### src/rtl/bpa_pkg.sv
// ----------------------------------------------------------------------------
// bpa_pkg
// Shared codes and types of the buddy page allocator.
// ----------------------------------------------------------------------------
`default_nettype none

package bpa_pkg;

  localparam int OP_W    = 3;
  localparam int ST_W    = 2;
  localparam int ORDER_W = 4;
  localparam int REF_W   = 16;
  localparam int CFG_IDX_W = 2;

  localparam logic [REF_W-1:0] REF_MAX = 16'hFFFF;

  localparam logic [OP_W-1:0] OP_ALLOC   = 3'd0;
  localparam logic [OP_W-1:0] OP_FREE    = 3'd1;
  localparam logic [OP_W-1:0] OP_REF_GET = 3'd2;
  localparam logic [OP_W-1:0] OP_REF_INC = 3'd3;
  localparam logic [OP_W-1:0] OP_RELEASE = 3'd4;

  localparam logic [ST_W-1:0] ST_OK      = 2'd0;
  localparam logic [ST_W-1:0] ST_NO_FREE = 2'd1;
  localparam logic [ST_W-1:0] ST_ABSENT  = 2'd2;
  localparam logic [ST_W-1:0] ST_MISUSE  = 2'd3;

  localparam logic [CFG_IDX_W-1:0] CFG_PRESENT    = 2'd0;
  localparam logic [CFG_IDX_W-1:0] CFG_ZONE_START = 2'd1;
  localparam logic [CFG_IDX_W-1:0] CFG_ZONE_END   = 2'd2;

  // field write enables of the page table
  typedef struct packed {
    logic nxt;
    logic prv;
    logic tag;
    logic cnt;
  } bpa_wmask_t;

endpackage

`default_nettype wire

### src/rtl/bpa_if.sv
// ----------------------------------------------------------------------------
// bpa_req_if / bpa_rsp_if
// Request and result channels of the buddy page allocator.
// ----------------------------------------------------------------------------
`default_nettype none

interface bpa_req_if #(
  parameter int PNB = 12
) ();
  logic                          valid;
  logic                          ready;
  logic [bpa_pkg::OP_W-1:0]      operation;
  logic [PNB-1:0]                page_number;
  logic [bpa_pkg::ORDER_W-1:0]   order;
  logic                          zone;

  modport source (output valid, output operation, output page_number, output order,
                  output zone, input ready);
  modport sink   (input valid, input operation, input page_number, input order,
                  input zone, output ready);
endinterface

interface bpa_rsp_if #(
  parameter int PNB = 12
) ();
  logic                          valid;
  logic                          ready;
  logic [bpa_pkg::ST_W-1:0]      status;
  logic [PNB-1:0]                block_page;
  logic [bpa_pkg::REF_W-1:0]     ref_count;
  logic                          released;
  logic [PNB:0]                  free_pages;

  modport source (output valid, output status, output block_page, output ref_count,
                  output released, output free_pages, input ready);
  modport sink   (input valid, input status, input block_page, input ref_count,
                  input released, input free_pages, output ready);
endinterface

`default_nettype wire

### src/rtl/bpa_ctrl.sv
// ----------------------------------------------------------------------------
// bpa_ctrl
// Request sequencer: list walks, unlink/link, split, merge and release over
// the page table, plus list heads, free-page total and the result register.
// ----------------------------------------------------------------------------
`default_nettype none

module bpa_ctrl #(
  parameter int PNB = 12,
  parameter int PAGE_COUNT = 4096
) (
  input  wire                          clk,
  input  wire                          rst_n,
  input  wire  [PNB:0]                 present_pages,
  input  wire  [PNB:0]                 zone_start_page,
  input  wire  [PNB:0]                 zone_end_page,
  bpa_req_if.sink                      in_req,
  bpa_rsp_if.source                    out_rsp,
  output logic [$clog2(PAGE_COUNT)-1:0] rd_addr,
  input  wire  [PNB:0]                 rd_nxt,
  input  wire  [PNB:0]                 rd_prv,
  input  wire  [((PNB < 15) ? 4 : 5)-1:0] rd_tag,
  input  wire  [bpa_pkg::REF_W-1:0]    rd_cnt,
  output logic                         wr_en,
  output logic [$clog2(PAGE_COUNT)-1:0] wr_addr,
  output bpa_pkg::bpa_wmask_t          wr_mask,
  output logic [PNB:0]                 wr_nxt,
  output logic [PNB:0]                 wr_prv,
  output logic [((PNB < 15) ? 4 : 5)-1:0] wr_tag,
  output logic [bpa_pkg::REF_W-1:0]    wr_cnt
);

  localparam int AW = $clog2(PAGE_COUNT);
  localparam int LW = $clog2(PNB + 1);
  localparam int TW = (PNB < 15) ? 4 : 5;
  localparam int WW = PNB + 1;
  localparam logic [TW-1:0] TAG_ALLOC = {TW{1'b1}};

  typedef enum logic [4:0] {
    S_CLR, S_IDLE, S_START, S_REF, S_FIND, S_FWAIT,
    S_RM_RD, S_RM_LAT, S_RM_LNK, S_RM_PRV, S_RM_TAG,
    S_SPLIT, S_INS_A, S_INS_B,
    S_M_CHK, S_M_TST, S_M_NEXT, S_M_END,
    S_REL_DESC, S_REL_TST, S_REL_NEXT, S_DONE
  } state_t;

  state_t state_r, state_nxt;
  state_t rem_ret_r, rem_ret_nxt;
  state_t ins_ret_r, ins_ret_nxt;
  state_t mrg_ret_r, mrg_ret_nxt;

  logic [bpa_pkg::OP_W-1:0]  op_r, op_nxt;
  logic [LW-1:0]             ord_r, ord_nxt;
  logic                      want_r, want_nxt;
  logic [LW-1:0]             lvl_r, lvl_nxt;
  logic [LW-1:0]             mord_r, mord_nxt;
  logic [PNB-1:0]            p_r, p_nxt;
  logic [PNB-1:0]            mh_r, mh_nxt;
  logic [PNB-1:0]            rp_r, rp_nxt;
  logic [LW-1:0]             rl_r, rl_nxt;
  logic [PNB-1:0]            ip_r, ip_nxt;
  logic [LW-1:0]             il_r, il_nxt;
  logic [WW-1:0]             hh_r, hh_nxt;
  logic [WW-1:0]             cur_r, cur_nxt;
  logic [AW:0]               steps_r, steps_nxt;
  logic [WW-1:0]             pr_r, pr_nxt;
  logic [WW-1:0]             nx_r, nx_nxt;
  logic [WW-1:0]             rc_r, rc_nxt;
  logic [LW-1:0]             rco_r, rco_nxt;
  logic [WW-1:0]             rend_r, rend_nxt;
  logic [bpa_pkg::ST_W-1:0]  st_r, st_nxt;
  logic [bpa_pkg::REF_W-1:0] ref_r, ref_nxt;
  logic [PNB-1:0]            page_r, page_nxt;
  logic                      rel_r, rel_nxt;
  logic [WW-1:0]             total_r, total_nxt;
  logic [AW-1:0]             clr_r, clr_nxt;
  logic [WW-1:0]             heads_r [PNB+1];
  logic [WW-1:0]             heads_nxt [PNB+1];

  logic                      ov_r, ov_nxt;
  logic [bpa_pkg::ST_W-1:0]  os_r, os_nxt;
  logic [PNB-1:0]            opg_r, opg_nxt;
  logic [bpa_pkg::REF_W-1:0] oref_r, oref_nxt;
  logic                      orel_r, orel_nxt;
  logic [WW-1:0]             ofree_r, ofree_nxt;

  function automatic logic f_norm(input logic [WW-1:0] pg, input logic [WW-1:0] zs,
                                  input logic [WW-1:0] ze);
    f_norm = (pg >= zs) && (pg < ze);
  endfunction

  function automatic logic f_present(input logic [WW-1:0] pg, input logic [WW-1:0] pp);
    f_present = (32'(pg) < PAGE_COUNT) && (pg < pp);
  endfunction

  assign in_req.ready       = (state_r == S_IDLE);
  assign out_rsp.valid      = ov_r;
  assign out_rsp.status     = os_r;
  assign out_rsp.block_page = opg_r;
  assign out_rsp.ref_count  = oref_r;
  assign out_rsp.released   = orel_r;
  assign out_rsp.free_pages = ofree_r;

  always_comb begin
    logic [PNB-1:0]            b_pg;
    logic [WW-1:0]             last_pg;
    logic [WW-1:0]             nrc;
    logic [WW-1:0]             off;
    logic [LW-1:0]             tzv;
    logic [WW:0]               sum;
    logic [WW-1:0]             amt;
    logic [bpa_pkg::REF_W-1:0] ncnt;

    state_nxt = state_r;
    rem_ret_nxt = rem_ret_r;
    ins_ret_nxt = ins_ret_r;
    mrg_ret_nxt = mrg_ret_r;
    op_nxt = op_r;
    ord_nxt = ord_r;
    want_nxt = want_r;
    lvl_nxt = lvl_r;
    mord_nxt = mord_r;
    p_nxt = p_r;
    mh_nxt = mh_r;
    rp_nxt = rp_r;
    rl_nxt = rl_r;
    ip_nxt = ip_r;
    il_nxt = il_r;
    hh_nxt = hh_r;
    cur_nxt = cur_r;
    steps_nxt = steps_r;
    pr_nxt = pr_r;
    nx_nxt = nx_r;
    rc_nxt = rc_r;
    rco_nxt = rco_r;
    rend_nxt = rend_r;
    st_nxt = st_r;
    ref_nxt = ref_r;
    page_nxt = page_r;
    rel_nxt = rel_r;
    total_nxt = total_r;
    clr_nxt = clr_r;
    heads_nxt = heads_r;
    ov_nxt = ov_r && !out_rsp.ready;
    os_nxt = os_r;
    opg_nxt = opg_r;
    oref_nxt = oref_r;
    orel_nxt = orel_r;
    ofree_nxt = ofree_r;

    rd_addr = '0;
    wr_en = 1'b0;
    wr_addr = '0;
    wr_mask = '0;
    wr_nxt = '0;
    wr_prv = '0;
    wr_tag = TAG_ALLOC;
    wr_cnt = '0;

    b_pg = mh_r ^ (PNB'(1) << lvl_r);
    last_pg = rc_r + (WW'(1) << rco_r) - WW'(1);
    nrc = rc_r + (WW'(1) << rco_r);
    off = nrc - {1'b0, p_r};
    tzv = '0;
    for (int i = WW - 1; i >= 0; i--) begin
      if (off[i]) tzv = LW'(i);
    end
    ncnt = '0;
    sum = '0;
    amt = '0;

    case (state_r)
      S_CLR: begin
        wr_en = 1'b1;
        wr_addr = clr_r;
        wr_mask.tag = 1'b1;
        wr_mask.cnt = 1'b1;
        wr_tag = TAG_ALLOC;
        wr_cnt = bpa_pkg::REF_W'(1);
        clr_nxt = clr_r + AW'(1);
        if (clr_r == AW'(PAGE_COUNT - 1)) state_nxt = S_IDLE;
      end
      S_IDLE: begin
        if (in_req.valid) begin
          op_nxt = in_req.operation;
          ord_nxt = LW'(in_req.order);
          want_nxt = in_req.zone;
          p_nxt = in_req.page_number & PNB'(PAGE_COUNT - 1)
                  & ~((PNB'(1) << in_req.order) - PNB'(1));
          st_nxt = bpa_pkg::ST_OK;
          ref_nxt = '0;
          page_nxt = '0;
          rel_nxt = 1'b0;
          if (in_req.operation > bpa_pkg::OP_RELEASE || 32'(in_req.order) > PNB) begin
            st_nxt = bpa_pkg::ST_MISUSE;
            state_nxt = S_DONE;
          end else begin
            state_nxt = S_START;
          end
        end
      end
      S_START: begin
        case (op_r)
          bpa_pkg::OP_ALLOC: begin
            lvl_nxt = ord_r;
            cur_nxt = heads_r[ord_r];
            steps_nxt = '0;
            state_nxt = S_FIND;
          end
          bpa_pkg::OP_RELEASE: begin
            rc_nxt = {1'b0, p_r};
            rco_nxt = ord_r;
            rend_nxt = {1'b0, p_r} + (WW'(1) << ord_r);
            state_nxt = S_REL_DESC;
          end
          default: begin
            if (!f_present({1'b0, p_r}, present_pages)) begin
              st_nxt = bpa_pkg::ST_ABSENT;
              state_nxt = S_DONE;
            end else begin
              rd_addr = p_r[AW-1:0];
              state_nxt = S_REF;
            end
          end
        endcase
      end
      S_REF: begin
        case (op_r)
          bpa_pkg::OP_REF_GET: begin
            ref_nxt = rd_cnt;
            state_nxt = S_DONE;
          end
          bpa_pkg::OP_REF_INC: begin
            ncnt = (rd_cnt == bpa_pkg::REF_MAX) ? rd_cnt : rd_cnt + bpa_pkg::REF_W'(1);
            wr_en = 1'b1;
            wr_addr = p_r[AW-1:0];
            wr_mask.cnt = 1'b1;
            wr_cnt = ncnt;
            ref_nxt = ncnt;
            state_nxt = S_DONE;
          end
          bpa_pkg::OP_FREE: begin
            if (rd_cnt == '0 || rd_tag != TAG_ALLOC) begin
              st_nxt = bpa_pkg::ST_MISUSE;
              ref_nxt = rd_cnt;
              state_nxt = S_DONE;
            end else begin
              ncnt = rd_cnt - bpa_pkg::REF_W'(1);
              wr_en = 1'b1;
              wr_addr = p_r[AW-1:0];
              wr_mask.cnt = 1'b1;
              wr_cnt = ncnt;
              ref_nxt = ncnt;
              if (ncnt == '0) begin
                rel_nxt = 1'b1;
                mh_nxt = p_r;
                lvl_nxt = ord_r;
                mord_nxt = ord_r;
                mrg_ret_nxt = S_DONE;
                state_nxt = S_M_CHK;
              end else begin
                state_nxt = S_DONE;
              end
            end
          end
          default: state_nxt = S_DONE;
        endcase
      end
      S_FIND: begin
        if (steps_r == (AW+1)'(PAGE_COUNT) || !cur_r[PNB]) begin
          if (32'(lvl_r) == PNB) begin
            st_nxt = bpa_pkg::ST_NO_FREE;
            state_nxt = S_DONE;
          end else begin
            lvl_nxt = lvl_r + LW'(1);
            cur_nxt = heads_r[lvl_r + LW'(1)];
            steps_nxt = '0;
          end
        end else if (f_norm({1'b0, cur_r[PNB-1:0]}, zone_start_page, zone_end_page)
                     == want_r) begin
          p_nxt = cur_r[PNB-1:0];
          rp_nxt = cur_r[PNB-1:0];
          rl_nxt = lvl_r;
          rem_ret_nxt = S_SPLIT;
          state_nxt = S_RM_RD;
        end else begin
          rd_addr = cur_r[AW-1:0];
          steps_nxt = steps_r + (AW+1)'(1);
          state_nxt = S_FWAIT;
        end
      end
      S_FWAIT: begin
        cur_nxt = rd_nxt;
        state_nxt = S_FIND;
      end
      S_RM_RD: begin
        rd_addr = rp_r[AW-1:0];
        state_nxt = S_RM_LAT;
      end
      S_RM_LAT: begin
        pr_nxt = rd_prv;
        nx_nxt = rd_nxt;
        state_nxt = S_RM_LNK;
      end
      S_RM_LNK: begin
        if (pr_r[PNB]) begin
          wr_en = 1'b1;
          wr_addr = pr_r[AW-1:0];
          wr_mask.nxt = 1'b1;
          wr_nxt = nx_r;
        end else begin
          heads_nxt[rl_r] = nx_r;
        end
        state_nxt = S_RM_PRV;
      end
      S_RM_PRV: begin
        if (nx_r[PNB]) begin
          wr_en = 1'b1;
          wr_addr = nx_r[AW-1:0];
          wr_mask.prv = 1'b1;
          wr_prv = pr_r;
        end
        state_nxt = S_RM_TAG;
      end
      S_RM_TAG: begin
        wr_en = 1'b1;
        wr_addr = rp_r[AW-1:0];
        wr_mask.tag = 1'b1;
        wr_tag = TAG_ALLOC;
        state_nxt = rem_ret_r;
      end
      S_SPLIT: begin
        if (lvl_r > ord_r) begin
          ip_nxt = p_r;
          il_nxt = lvl_r - LW'(1);
          ins_ret_nxt = S_SPLIT;
          p_nxt = p_r ^ (PNB'(1) << (lvl_r - LW'(1)));
          lvl_nxt = lvl_r - LW'(1);
          state_nxt = S_INS_A;
        end else begin
          wr_en = 1'b1;
          wr_addr = p_r[AW-1:0];
          wr_mask.tag = 1'b1;
          wr_mask.cnt = 1'b1;
          wr_tag = TAG_ALLOC;
          wr_cnt = bpa_pkg::REF_W'(1);
          amt = WW'(1) << ord_r;
          total_nxt = (amt > total_r) ? '0 : total_r - amt;
          page_nxt = p_r;
          ref_nxt = bpa_pkg::REF_W'(1);
          state_nxt = S_DONE;
        end
      end
      S_INS_A: begin
        wr_en = 1'b1;
        wr_addr = ip_r[AW-1:0];
        wr_mask.nxt = 1'b1;
        wr_mask.prv = 1'b1;
        wr_mask.tag = 1'b1;
        wr_nxt = heads_r[il_r];
        wr_prv = '0;
        wr_tag = TW'(il_r);
        hh_nxt = heads_r[il_r];
        heads_nxt[il_r] = {1'b1, ip_r};
        state_nxt = S_INS_B;
      end
      S_INS_B: begin
        if (hh_r[PNB]) begin
          wr_en = 1'b1;
          wr_addr = hh_r[AW-1:0];
          wr_mask.prv = 1'b1;
          wr_prv = {1'b1, ip_r};
        end
        state_nxt = ins_ret_r;
      end
      S_M_CHK: begin
        if (32'(lvl_r) < PNB && f_present({1'b0, b_pg}, present_pages)
            && f_norm({1'b0, b_pg}, zone_start_page, zone_end_page)
               == f_norm({1'b0, mh_r}, zone_start_page, zone_end_page)) begin
          rd_addr = b_pg[AW-1:0];
          state_nxt = S_M_TST;
        end else begin
          ip_nxt = mh_r;
          il_nxt = lvl_r;
          ins_ret_nxt = S_M_END;
          state_nxt = S_INS_A;
        end
      end
      S_M_TST: begin
        if (rd_tag == TW'(lvl_r)) begin
          pr_nxt = rd_prv;
          nx_nxt = rd_nxt;
          rp_nxt = b_pg;
          rl_nxt = lvl_r;
          rem_ret_nxt = S_M_NEXT;
          state_nxt = S_RM_LNK;
        end else begin
          ip_nxt = mh_r;
          il_nxt = lvl_r;
          ins_ret_nxt = S_M_END;
          state_nxt = S_INS_A;
        end
      end
      S_M_NEXT: begin
        mh_nxt = mh_r & ~(PNB'(1) << lvl_r);
        lvl_nxt = lvl_r + LW'(1);
        state_nxt = S_M_CHK;
      end
      S_M_END: begin
        sum = {1'b0, total_r} + {1'b0, WW'(1) << mord_r};
        total_nxt = sum[WW] ? {WW{1'b1}} : sum[WW-1:0];
        state_nxt = mrg_ret_r;
      end
      S_REL_DESC: begin
        if (rco_r != '0
            && f_norm(rc_r, zone_start_page, zone_end_page)
               != f_norm(last_pg, zone_start_page, zone_end_page)) begin
          rco_nxt = rco_r - LW'(1);
        end else if (!f_present(rc_r, present_pages)) begin
          if (st_r < bpa_pkg::ST_ABSENT) st_nxt = bpa_pkg::ST_ABSENT;
          state_nxt = S_REL_NEXT;
        end else begin
          rd_addr = rc_r[AW-1:0];
          state_nxt = S_REL_TST;
        end
      end
      S_REL_TST: begin
        if (rd_tag != TAG_ALLOC) begin
          st_nxt = bpa_pkg::ST_MISUSE;
          state_nxt = S_REL_NEXT;
        end else begin
          wr_en = 1'b1;
          wr_addr = rc_r[AW-1:0];
          wr_mask.cnt = 1'b1;
          wr_cnt = '0;
          rel_nxt = 1'b1;
          mh_nxt = rc_r[PNB-1:0];
          lvl_nxt = rco_r;
          mord_nxt = rco_r;
          mrg_ret_nxt = S_REL_NEXT;
          state_nxt = S_M_CHK;
        end
      end
      S_REL_NEXT: begin
        if (nrc == rend_r) begin
          state_nxt = S_DONE;
        end else begin
          rc_nxt = nrc;
          rco_nxt = tzv;
          state_nxt = S_REL_DESC;
        end
      end
      S_DONE: begin
        if (!ov_r || out_rsp.ready) begin
          ov_nxt = 1'b1;
          os_nxt = st_r;
          opg_nxt = page_r;
          oref_nxt = ref_r;
          orel_nxt = rel_r;
          ofree_nxt = total_r;
          state_nxt = S_IDLE;
        end
      end
      default: state_nxt = S_IDLE;
    endcase
  end

  always_ff @(posedge clk) begin
    if (!rst_n) begin
      state_r <= S_CLR;
      clr_r <= '0;
      total_r <= '0;
      ov_r <= 1'b0;
      for (int i = 0; i <= PNB; i++) heads_r[i] <= '0;
    end else begin
      state_r <= state_nxt;
      clr_r <= clr_nxt;
      total_r <= total_nxt;
      ov_r <= ov_nxt;
      heads_r <= heads_nxt;
    end
    rem_ret_r <= rem_ret_nxt;
    ins_ret_r <= ins_ret_nxt;
    mrg_ret_r <= mrg_ret_nxt;
    op_r <= op_nxt;
    ord_r <= ord_nxt;
    want_r <= want_nxt;
    lvl_r <= lvl_nxt;
    mord_r <= mord_nxt;
    p_r <= p_nxt;
    mh_r <= mh_nxt;
    rp_r <= rp_nxt;
    rl_r <= rl_nxt;
    ip_r <= ip_nxt;
    il_r <= il_nxt;
    hh_r <= hh_nxt;
    cur_r <= cur_nxt;
    steps_r <= steps_nxt;
    pr_r <= pr_nxt;
    nx_r <= nx_nxt;
    rc_r <= rc_nxt;
    rco_r <= rco_nxt;
    rend_r <= rend_nxt;
    st_r <= st_nxt;
    ref_r <= ref_nxt;
    page_r <= page_nxt;
    rel_r <= rel_nxt;
    os_r <= os_nxt;
    opg_r <= opg_nxt;
    oref_r <= oref_nxt;
    orel_r <= orel_nxt;
    ofree_r <= ofree_nxt;
  end

endmodule

`default_nettype wire

### src/flat_wrapper.sv
// flat-port wrapper written by rule: the top's interface ports become plain ports
module bpa_ctrl_flat 
#(
  parameter int PNB = 12,
  parameter int PAGE_COUNT = 4096
)
  (clk, rst_n, present_pages, zone_start_page, zone_end_page, rd_addr, rd_nxt, rd_prv, rd_tag, rd_cnt, wr_en, wr_addr, wr_mask, wr_nxt, wr_prv, wr_tag, wr_cnt, in_req_valid, in_req_operation, in_req_page_number, in_req_order, in_req_zone, in_req_ready, out_rsp_valid, out_rsp_status, out_rsp_block_page, out_rsp_ref_count, out_rsp_released, out_rsp_free_pages, out_rsp_ready);
  bpa_req_if #(.PNB(PNB)) in_req_i ();
  bpa_rsp_if #(.PNB(PNB)) out_rsp_i ();
  input  wire clk;
  input  wire rst_n;
  input  wire  [PNB:0] present_pages;
  input  wire  [PNB:0] zone_start_page;
  input  wire  [PNB:0] zone_end_page;
  output logic [$clog2(PAGE_COUNT)-1:0] rd_addr;
  input  wire  [PNB:0] rd_nxt;
  input  wire  [PNB:0] rd_prv;
  input  wire  [((PNB < 15) ? 4 : 5)-1:0] rd_tag;
  input  wire  [bpa_pkg::REF_W-1:0] rd_cnt;
  output logic wr_en;
  output logic [$clog2(PAGE_COUNT)-1:0] wr_addr;
  output bpa_pkg::bpa_wmask_t wr_mask;
  output logic [PNB:0] wr_nxt;
  output logic [PNB:0] wr_prv;
  output logic [((PNB < 15) ? 4 : 5)-1:0] wr_tag;
  output logic [bpa_pkg::REF_W-1:0] wr_cnt;
  input wire logic [$bits(in_req_i.valid)-1:0] in_req_valid;
  input wire logic [$bits(in_req_i.operation)-1:0] in_req_operation;
  input wire logic [$bits(in_req_i.page_number)-1:0] in_req_page_number;
  input wire logic [$bits(in_req_i.order)-1:0] in_req_order;
  input wire logic [$bits(in_req_i.zone)-1:0] in_req_zone;
  output wire logic [$bits(in_req_i.ready)-1:0] in_req_ready;
  output wire logic [$bits(out_rsp_i.valid)-1:0] out_rsp_valid;
  output wire logic [$bits(out_rsp_i.status)-1:0] out_rsp_status;
  output wire logic [$bits(out_rsp_i.block_page)-1:0] out_rsp_block_page;
  output wire logic [$bits(out_rsp_i.ref_count)-1:0] out_rsp_ref_count;
  output wire logic [$bits(out_rsp_i.released)-1:0] out_rsp_released;
  output wire logic [$bits(out_rsp_i.free_pages)-1:0] out_rsp_free_pages;
  input wire logic [$bits(out_rsp_i.ready)-1:0] out_rsp_ready;
  assign in_req_i.valid = in_req_valid;
  assign in_req_i.operation = in_req_operation;
  assign in_req_i.page_number = in_req_page_number;
  assign in_req_i.order = in_req_order;
  assign in_req_i.zone = in_req_zone;
  assign in_req_ready = in_req_i.ready;
  assign out_rsp_valid = out_rsp_i.valid;
  assign out_rsp_status = out_rsp_i.status;
  assign out_rsp_block_page = out_rsp_i.block_page;
  assign out_rsp_ref_count = out_rsp_i.ref_count;
  assign out_rsp_released = out_rsp_i.released;
  assign out_rsp_free_pages = out_rsp_i.free_pages;
  assign out_rsp_i.ready = out_rsp_ready;
  bpa_ctrl #(.PNB(PNB), .PAGE_COUNT(PAGE_COUNT)) u_core (.clk(clk), .rst_n(rst_n), .present_pages(present_pages), .zone_start_page(zone_start_page), .zone_end_page(zone_end_page), .in_req(in_req_i), .out_rsp(out_rsp_i), .rd_addr(rd_addr), .rd_nxt(rd_nxt), .rd_prv(rd_prv), .rd_tag(rd_tag), .rd_cnt(rd_cnt), .wr_en(wr_en), .wr_addr(wr_addr), .wr_mask(wr_mask), .wr_nxt(wr_nxt), .wr_prv(wr_prv), .wr_tag(wr_tag), .wr_cnt(wr_cnt));
endmodule
### config.mk
export PLATFORM = sky130hd
export DESIGN_NAME = bpa_ctrl_flat
export DESIGN_NICKNAME = d
export VERILOG_FILES = /design/src/rtl/bpa_pkg.sv /design/src/rtl/bpa_if.sv /design/src/rtl/bpa_ctrl.sv /design/src/flat_wrapper.sv
export SDC_FILE = /design/constraint.sdc
export NUM_CORES = 2
export LEC_CHECK = 0
export BUFFER_PORTS_ARGS = -buffer_cell sky130_fd_sc_hd__buf_2
export CAP_MARGIN = 20
export CORE_MARGIN = 4
export CORE_UTILIZATION = 53
export CTS_BUF_LIST = sky130_fd_sc_hd__clkbuf_8 sky130_fd_sc_hd__clkbuf_16
export CTS_CLUSTER_DIAMETER = 200
export DETAILED_ROUTE_END_ITERATION = 7
export GPL_TIMING_DRIVEN = 0
export MAX_ROUTING_LAYER = met4
export PLACE_DENSITY = 0.71
export SLEW_MARGIN = 20
export SYNTH_ARGS = -nofsm -noshare
export SYNTH_HDL_FRONTEND = slang
export SYNTH_SLANG_ARGS = --single-unit
export TNS_END_PERCENT = 5
### constraint.sdc
create_clock -name clk -period 8.4 [get_ports clk]
set_input_delay 0.84 -clock clk [delete_from_list [all_inputs] [get_ports clk]]
set_output_delay 0.84 -clock clk [all_outputs]
set_load 0.01 [all_outputs]
==> results.py <==
metrics = {
    "sta": {
        "relSlewSlack_pct": 18.2,
        "max_freq_ghz": 0.125,
        "min_period_over_period_pct": 95.0,
        "worstMarginPinSlew_ps": 1210,
        "final.setup.tns_ps": 0,
        "setup_ws_ps": 419,
        "final-hold-violation-count": 0,
        "period_needed_ps": 7980,
        "final-max-slew-violation-count": 0,
        "rsz0062_at_grt": "false",
        "skew_ps": 37.4,
        "finalSetupViolations": 0,
    },
    "global_routing": {
        "grt_usage_pct": 40.2,
        "overflow": 0,
        "grt_pass1_wl_mm": 194,
        "grt_max_degree": 30,
        "grt_antenna_before_repair": 1,
        "grt_pass1_vias": 29206,
    },
    "synthesis": {
        "ys_ff_latch": 447,
        "netlist_area_um2": 33000,
        "yosysTopAreaCell": "edfxtp_1",
        "yosysWarnings": 0,
        "synthTopCellsByCount": "nand2_1, ha_1, edfxtp_1",
        "synth_area_leaders": "edfxtp_1, dfxtp_1, ha_1, mux4_2, a22oi_1",
        "yosysMostFrequentCell": "nand2_1",
        "synth_cells": 3471,
        "synth_area_per_cell_um2": 9.50,
        "synth_top_area_share_pct": 22.5,
        "synth.distinct_cells": 95,
        "synth_edf_count": 247,
        "ys_seq_area_share_pct": 34.6,
        "synthesis.nets": 3840,
        "synth_flop_cell": "edfxtp_1",
        "async_reset_ff_share_pct": 0,
    },
    "critical_path": {
        "r2r_end": "u_core.st_r[0]$_DFFE_PP_",
        "crit_fanout": 10,
        "cp.arrival_ps": 7140,
        "reg2regPathDepth": 26,
        "rr_startpoint": "u_core.rco_r[0]$_DFFE_PP_",
        "crit_required_ps": 7560,
        "critPathCaptureType": "output port",
        "reg2reg_slack_ps": 1550,
        "cp-start-kind": "flop",
        "critical_path_class": "reg -> out",
    },
    "die": {
        "die_w_um": 257,
        "rows": 91,
        "die_area_um2": 66300,
        "start_util_pct": 53.5,
        "die_y_um": 257,
        "core_area_um2": 61700,
        "ios": 230,
    },
    "clock_tree": {
        "clock_sink_count": 447,
        "cts_tree": "built",
        "root_buffer": "clkbuf_16",
        "clockBufferDepth": 3,
        "cts_buffers": 50,
        "clk_pin_slew_worst_paths_ps": 70,
        "worst_skew_pair.late_latency_ps": 650,
        "ctsHtreeMaxLevel": 2,
    },
    "final_layout": {
        "design_area_um2": 37000,
        "n_fill_cell": 5483,
        "final_util_pct": 60.0,
        "fin_nets": 4121,
        "final_layout_size_suffix_gt1_share_pct": 13.3,
        "seq_area_um2": 11400,
        "multiInputGateArea_um2": 20200,
        "syn_to_final_growth_pct": 12.2,
    },
    "place": {
        "gp_congestion": 1.07,
        "dpl_cell_area_um2": 35300,
        "dp_hpwl_mm": 107,
        "post-place-ws_ps": 313,
        "port_buffers": 219,
    },
    "pwr": {
        "cellLeakagePower_uw": 0.0160,
        "ir_drop_v": 0.000173,
        "power_density_nw_per_um2": 227,
    },
    "drt": {
        "drc": 0,
        "via_per_inst": 6.86,
        "avgRoutedWirePerCell_um": 29.1,
        "first_pass_iters": 7,
        "ant_nets": 0,
        "vias": 31769,
        "drtIter0Drc": 4672,
        "drt_wl_total_mm": 135,
    },
    "worst_hold_path": {
        "min_to": "u_core.pr_r[1]$_DFFE_PP_",
        "min_path_type": "in -> reg",
        "worstHoldPathCells": 1,
        "worstHoldStart": "rd_prv[1]",
    },
    "job": {
        "drv_cap": 0,
    },
    "status": {
        "status": "finished clean",
    },
}
-- logic make-up (layout without fill, tap and decap cells) --
| kind of cell | Yosys count | after routing | share of synthesized area, % |
|---|---|---|---|
| compound gates | 1050 | 1050 | 23.4 |
| xor+xnor | 129 | 129 | 3.43 |
| fa+ha+maj | 260 | 260 | 9.98 |
| buf+inv | 379 | 700 | 4.48 |
| flops | 447 | 447 | 34.6 |
| mux | 160 | 160 | 9.30 |
| other cells | 0 | 4 | 0 |
| simple gates | 1046 | 1046 | 14.8 |
-- critical path, stage by stage (launching register included) --
cell and delay (ps):
edfxtp_1 530, inv_1 280, ha_2 320, and2_1 170, ha_1 200, inv_1 70
fa_1 460, nor2b_1 170, o31a_1 250, o21ai_0 140, a21oi_1 190, xor2_1 630
nand2b_1 250, nor4_2 70, nand3b_1 140, xnor2_1 150, ha_1 270, a211o_1 330
a211o_1 270, o22ai_1 110, a21oi_1 70, a211oi_1 270, a2bb2oi_2 240, nor3_2 120
clkbuf_2 270, a221o_1 400, buf_2 150
-- layer usage --
metal  global-route usage (%)  wire length [um]  vias up  share of wire [%]
met5                        -                 0        -                  0
met1                     51.1             50000    15124                 37
li1                         -                 -    13817                  -
met2                     59.1             57800     2286                 43
met4                     27.2             11700        0                8.7
met3                     6.71             15200      542                 11
-- layout by cell type (no fill, tap or decap), drive strengths merged, types with 26 or more instances in the layout --
master,n
dfxtp,200
nor4,26
a211oi,26
o21ai,177
buf,272
a21oi,148
ha,255
and2,49
nand2,448
nor2b,33
nand4,38
and3,26
mux4,117
inv,146
a221oi,31
a21o,53
nand3,77
a22oi,227
clkbuf,255
edfxtp,247
nor3,57
mux2i,41
a22o,26
nand2b,42
xnor2,76
xor2,53
o211a,146
a21boi,34
nor2,192
-- worst max-delay path by stage --
stage | startpoint | to | slack, ps | depth (start not counted)
2_1_floorplan | u_core.rco_r[0]$_DFFE_PP_ | rd_addr[10] | 2040 | 23
3_3_place_gp | u_core.rco_r[0]$_DFFE_PP_ | rd_addr[2] | 250 | 23
3_5_place_dp | u_core.rco_r[0]$_DFFE_PP_ | rd_addr[2] | 310 | 23
4_1_cts | u_core.rco_r[0]$_DFFE_PP_ | rd_addr[2] | 40 | 26
5_1_grt | u_core.rco_r[0]$_DFFE_PP_ | rd_addr[2] | 50 | 26
6_report | u_core.rco_r[0]$_DFFE_PP_ | rd_addr[2] | 420 | 26
-- stage by stage --
| stage | hold WS, ps | power [uW] | instances |
|---|---|---|---|
| 6_report | 366 | 8400 | 4633 |
| 4_1_cts | 353 | 8260 | 4629 |
| 3_3_place_gp | 400 | 6020 | 4527 |
| 2_1_floorplan | 400 | 4850 | 3471 |
| 5_1_grt | 369 | 8710 | 4629 |
| 3_5_place_dp | 405 | 6070 | 4536 |
-- repair_timing --
item,CTS,global route
resized for setup,2,6
pin swaps,1,0
hold buffers,0,0
buffers inserted,1,0
endpoints found under the setup margin,12,12
-- state kept, by name, summed over array words and instances (netlist names), 13 cells and up --
| name | count |
|---|---|
| u_core.rend_r | 13 |
| u_core.cur_r | 13 |
| u_core.total_r | 13 |
| u_core.ref_r | 16 |
| u_core.out_rsp.free_pages | 13 |
| u_core.pr_r | 13 |
| u_core.steps_r | 13 |
| u_core.nx_r | 13 |
| u_core.rc_r | 13 |
| u_core.heads_r | 169 |
| u_core.hh_r | 13 |
| u_core.out_rsp.ref_count | 16 |
-- cell type report --
type,instances,share of cell area [%]
diodes,4,0.0271
plain buffers,241,2.61
clock buffers,57,3.64
clock inverters,35,0.724
inverters,138,1.40
multi-input cells,2645,54.6
flip-flops and latches,447,30.9
well taps,837,2.83
repair buffers,229,3.31
-- power by group --
part | total [uW] | internal (uW) | switching [uW]
combinational | 3310 | 1110 | 2200
clock | 2210 | 1220 | 991
sequential | 2890 | 2580 | 304
total | 8400 | 4910 | 3500
(Power assumes the default switching activity.)
